===== src/rtl/timestamp_stream_pairing_macros.svh =====
// assertion macros for the timestamp stream pairing block
`ifndef TIMESTAMP_STREAM_PAIRING_MACROS_SVH
`define TIMESTAMP_STREAM_PAIRING_MACROS_SVH
`ifndef SYNTHESIS
`define TSP_ASSERT_IMPLY(label, clk, rst, ante, cons) \
   label: assert property (@(posedge clk) disable iff (rst) (ante) |-> (cons)) \
      else $error("same-cycle check failed");
`define TSP_ASSERT_NEXT(label, clk, rst, ante, cons) \
   label: assert property (@(posedge clk) disable iff (rst) (ante) |=> (cons)) \
      else $error("next-cycle check failed");
`else
`define TSP_ASSERT_IMPLY(label, clk, rst, ante, cons)
`define TSP_ASSERT_NEXT(label, clk, rst, ante, cons)
`endif
`endif


===== src/rtl/tsp_pkg.sv =====
// shared constants and types of the timestamp stream pairing block
package tsp_pkg;

   localparam int MAX_RESULTS   = 16;
   localparam int CSR_ADDR_BITS = 5;

   // register indexes
   localparam logic [2:0] REG_PHASE_THRESHOLD = 3'd0;
   localparam logic [2:0] REG_FRAME_INTERVAL  = 3'd1;
   localparam logic [2:0] REG_DRIFT_SHIFT     = 3'd2;
   localparam logic [2:0] REG_MIN_SAMPLES     = 3'd3;
   localparam logic [2:0] REG_LEAD_CAP        = 3'd4;

   // reset values
   localparam logic [31:0] RST_PHASE_THRESHOLD = 32'd0;
   localparam logic [19:0] RST_FRAME_INTERVAL  = 20'd33333;
   localparam logic [4:0]  RST_DRIFT_SHIFT     = 5'd5;
   localparam logic [4:0]  RST_MIN_SAMPLES     = 5'd3;
   localparam logic [4:0]  RST_LEAD_CAP        = 5'd8;

   typedef struct packed {
      logic [31:0] phase_threshold;
      logic [19:0] frame_interval;
      logic [4:0]  drift_shift;
      logic [4:0]  min_samples;
      logic [4:0]  lead_cap;
   } cfg_type;

endpackage


===== src/rtl/tsp_front.sv =====
// input front: accepts beats, folds the kind-specific field and queues them
module tsp_front import tsp_pkg::*; #(
   parameter int TIME_BITS = 48
) (
   input  logic                 clock,
   input  logic                 reset,
   input  logic                 in_valid,
   output logic                 in_ready,
   input  logic                 in_op,
   input  logic [TIME_BITS-1:0] in_device,
   input  logic [TIME_BITS-1:0] in_depth,
   input  logic [TIME_BITS-1:0] in_end,
   input  logic [TIME_BITS-1:0] in_host,
   input  logic [31:0]          in_tag,
   output logic                 q_valid,
   input  logic                 q_ready,
   output logic                 q_op,
   output logic [TIME_BITS-1:0] q_device,
   output logic [TIME_BITS-1:0] q_aux,
   output logic [TIME_BITS-1:0] q_host,
   output logic [31:0]          q_tag
);

   localparam int EW = 1 + 3 * TIME_BITS + 32;

   logic [EW-1:0] slot_ff [2];
   logic          wr_ptr_ff, wr_ptr_in;
   logic          rd_ptr_ff, rd_ptr_in;
   logic [1:0]    count_ff, count_in;
   logic          push, pop;
   logic [TIME_BITS-1:0] aux;
   logic [EW-1:0] head;

   // frames keep their depth time, slices their end time
   assign aux      = in_op ? in_end : in_depth;
   assign in_ready = (count_ff != 2'd2);
   assign push     = in_valid && in_ready;
   assign q_valid  = (count_ff != 2'd0);
   assign pop      = q_valid && q_ready;
   assign head     = slot_ff[rd_ptr_ff];

   assign q_device = head[TIME_BITS-1:0];
   assign q_aux    = head[2*TIME_BITS-1:TIME_BITS];
   assign q_host   = head[3*TIME_BITS-1:2*TIME_BITS];
   assign q_tag    = head[3*TIME_BITS+31:3*TIME_BITS];
   assign q_op     = head[EW-1];

   always_comb begin
      wr_ptr_in = push ? ~wr_ptr_ff : wr_ptr_ff;
      rd_ptr_in = pop ? ~rd_ptr_ff : rd_ptr_ff;
      count_in  = count_ff;
      if (push && !pop) begin
         count_in = count_ff + 2'd1;
      end else if (pop && !push) begin
         count_in = count_ff - 2'd1;
      end
   end

   always_ff @(posedge clock) begin
      if (reset) begin
         wr_ptr_ff <= 1'b0;
         rd_ptr_ff <= 1'b0;
         count_ff  <= 2'd0;
      end else begin
         wr_ptr_ff <= wr_ptr_in;
         rd_ptr_ff <= rd_ptr_in;
         count_ff  <= count_in;
      end
   end

   always_ff @(posedge clock) begin
      if (push) begin
         slot_ff[wr_ptr_ff] <= {in_op, in_tag, in_host, aux, in_device};
      end
   end

endmodule


===== config.mk =====
export PLATFORM = sky130hd
export DESIGN_NAME = tsp_front
export DESIGN_NICKNAME = d
export VERILOG_FILES = /design/src/rtl/timestamp_stream_pairing_macros.svh /design/src/rtl/tsp_pkg.sv /design/src/rtl/tsp_front.sv
export SDC_FILE = /design/constraint.sdc
export NUM_CORES = 1
export LEC_CHECK = 0
export ABC_CLOCK_PERIOD_IN_PS = 5400
export BUFFER_PORTS_ARGS = -buffer_cell sky130_fd_sc_hd__clkbuf_2
export CELL_PAD_IN_SITES_DETAIL_PLACEMENT = 2
export CELL_PAD_IN_SITES_GLOBAL_PLACEMENT = 2
export CORE_MARGIN = 3
export CORE_UTILIZATION = 35
export CTS_BUF_LIST = sky130_fd_sc_hd__clkbuf_2
export CTS_CLUSTER_DIAMETER = 200
export DETAILED_ROUTE_END_ITERATION = 8
export PLACE_DENSITY_LB_ADDON = 0.05
export SLEW_MARGIN = 20
export SYNTH_ARGS = -nofsm -noshare
export SYNTH_HDL_FRONTEND = slang
export SYNTH_SLANG_ARGS = --single-unit

===== constraint.sdc =====
create_clock -name clock -period 5.4 [get_ports clock]
set_input_delay 1.08 -clock clock [delete_from_list [all_inputs] [get_ports clock]]
set_output_delay 1.08 -clock clock [all_outputs]
set_load 0.005 [all_outputs]

==> impl_metrics.py <==
metrics = {
    "sta": {
        "drv_slew": 0,
        "fin_setup_tns_ps": 0,
        "fmax_ghz": 0.253,
        "tightest_slew_ps": 878,
        "finalCritPeriodShare_pct": 73.1,
        "setup_viol": 0,
        "max-slew-margin-rel_pct": 41.5,
        "fin_hold_ws_ps": 309,
        "fin_skew_ps": 41.2,
        "rsz0062_at_grt": "no",
        "fin_crit_ps": 3950,
        "hold_viol_final": 0,
        "layout_setup_ws_ps": 1450,
    },
    "global_routing": {
        "grt_pass1_vias": 8732,
        "grt_use_total_pct": 16.8,
        "grt_remaining_overflow": 0,
        "antenna_found_initial": 9,
        "grt_pass1_wl_um": 52900,
        "grt_max_degree": 92,
    },
    "placed_design": {
        "io_buffers": 407,
        "placed_cells": 1538,
        "dpl.hpwl_um": 25700,
        "dp_slack_ps": 2160,
        "gp_congestion": 0.748,
    },
    "drt": {
        "drt_iter0_markers": 349,
        "drc": 0,
        "wl_per_cell_um": 21.2,
        "postRouteAntennaNets": 0,
        "via_count": 7737,
        "dr.pass1.iters": 4,
        "wirelength_um": 36400,
        "via_per_inst": 4.51,
    },
    "synth": {
        "synthTopCellsByCount": "edfxtp_1, mux2_4, mux2_2",
        "synth_edf_count": 354,
        "synth_area_leaders": "edfxtp_1, mux2_4, mux2_2",
        "syn_area_um2": 14100,
        "synth_nets": 858,
        "ys.flop_type": "edfxtp_1",
        "synth.most_common_cell": "edfxtp_1",
        "avgSynthCellArea_um2": 22.4,
        "yosys_warnings": 0,
        "synthDistinctLibCells": 20,
        "synth_top_cell_area_share_pct": 75.6,
        "yosysTopAreaCell": "edfxtp_1",
        "synth_cells": 628,
        "yosysSeqAreaShare_pct": 76.3,
        "synthArstFlopShare_pct": 0,
        "ys_ff_latch": 359,
    },
    "die": {
        "start_util_pct": 35.9,
        "num_rows": 72,
        "die_x_um": 206,
        "core_um2": 39200,
        "die_h_um": 206,
        "io_pins": 408,
        "die_area_um2": 42600,
    },
    "power": {
        "pwr-share-seq_pct": 48.4,
        "vdd_ir_drop_max_mv": 0.206,
        "p_int_w": 0.00530,
        "power_density_nw_per_um2": 426,
        "clkPwrFrac_pct": 25.3,
        "p_switching_w": 0.00218,
        "swShare_pct": 29.1,
        "power.leakage_nw": 7.09,
        "combPwrFrac_pct": 26.3,
    },
    "layout": {
        "area_growth_pct": 24.8,
        "fillCellCount": 3803,
        "drive_gt1_share_pct": 67.1,
        "layout.nets": 1348,
        "stdcell_count": 1714,
    },
    "cts": {
        "cts.path.max_buffers": 3,
        "clk_latency_ps": 940,
        "cts.root.buffer_cell": "clkbuf_2",
        "cts.clk_slew.worst_paths_ps": 100,
        "cts-htree-levels": 3,
        "clock-sinks": 359,
        "cts_tree": "built",
        "cts_setup_buffers": 0,
        "numCtsBuffers": 95,
        "hold_buffers": 0,
        "cts_resized": 0,
    },
    "critical_path": {
        "worstSetupEndpointType": "output pin",
        "cp-start-kind": "flip-flop",
        "worst_ep_arrival_time_ps": 2870,
        "worstPathMaxFanout": 37,
        "required_ps": 4320,
        "rr_worst_depth": 4,
        "worstSetupPathType": "reg -> out",
    },
    "outcome": {
        "outcome": "finished clean",
    },
    "flow_run": {
        "drv_cap": 0,
    },
    "min_path": {
        "hold_class": "in -> reg",
        "worstHoldPathCells": 1,
    },
}
critical path: stages, from the launching register on:
cell and delay (ps):
dfxtp_4 720, buf_12 310, buf_4 400, mux2_4 340, clkbuf_2 120
cell usage in the layout, fill, tap and decap left out, types with 2 or more instances in the layout:
cell type    n
clkbuf_2   545
xor2_1       3
bufinv_16    2
a21oi_1      2
inv_2        4
clkinv_1    19
mux2_4     120
clkinv_2     4
mux2_2     105
buf_12       4
dfxtp_1      4
nor2_1       3
diode_2      6
buf_4        7
edfxtp_1   354
o21ai_0      2
final cells by class:
class	count	area [µm²]	share of cell area, %
clock inverters	30	174	0.991
flip-flops and latches	359	10700	61.1
inverters	1	8.76	0.0499
well taps	518	648	3.69
diodes	6	15.0	0.0855
clock buffers	139	696	3.96
repair buffers	418	2170	12.4
multi-input cells	243	3110	17.7
layer usage:
metal / track usage, % / vias to the layer above / part of all wire [%]
met5: 0 / - / 0.19
met4: 6.35 / 10 / 2.5
met3: 7.81 / 78 / 10
met2: 29.1 / 302 / 52
met1: 18.0 / 3804 / 35
li1: - / 3543 / -
through the flow:
| step | util [%] | area [µm²] | power, W |
|---|---|---|---|
| 3_5_place_dp | 42.5 | 16700 | 0.00572 |
| 6_report | 44.8 | 17600 | 0.00748 |
| 5_1_grt | 44.8 | 17500 | 0.00795 |
| 4_1_cts | 44.7 | 17500 | 0.00768 |
| 2_1_floorplan | - | 14100 | 0.00491 |
| 3_3_place_gp | 42.5 | 16600 | 0.00568 |
cell families after synthesis:
logic type,after synthesis,synth area share [%]
flip-flops,359,76.3
multiplexers,225,21.2
buffers and inverters,26,1.68
AND/OR/NAND/NOR,9,0.356
AO/OA/AOI/OAI,5,0.213
XOR/XNOR,3,0.187
adder cells (fa/ha/maj),1,0.0889
power by group through the flow:
stage	logic [W]	registers (W)	clock network, W
final	0.00196	0.00362	0.00189
after detailed placement	0.00198	0.00374	0
after floorplan	0.00126	0.00366	0
after CTS	0.00199	0.00368	0.00202
after global placement	0.00196	0.00372	0
after global routing	0.00214	0.00366	0.00215
sequential cells by signal (all words and copies together), names as in the netlist, named ones only:
name	flops
slot_ff	354
count_ff	2
rd_ptr_ff	1
wr_ptr_ff	1
worst paths after layout:
kind	startpoint	end	slack [ps]
hold reg to reg	rd_ptr_ff	rd_ptr_ff	520
setup / recovery	flip-flop	q_aux[37]	1450
hold / removal	in_device[22]	slot_ff[1][22]	310
setup reg to reg	count_ff[0]	slot_ff[0][42]	2930
(Power assumes the default switching activity.)
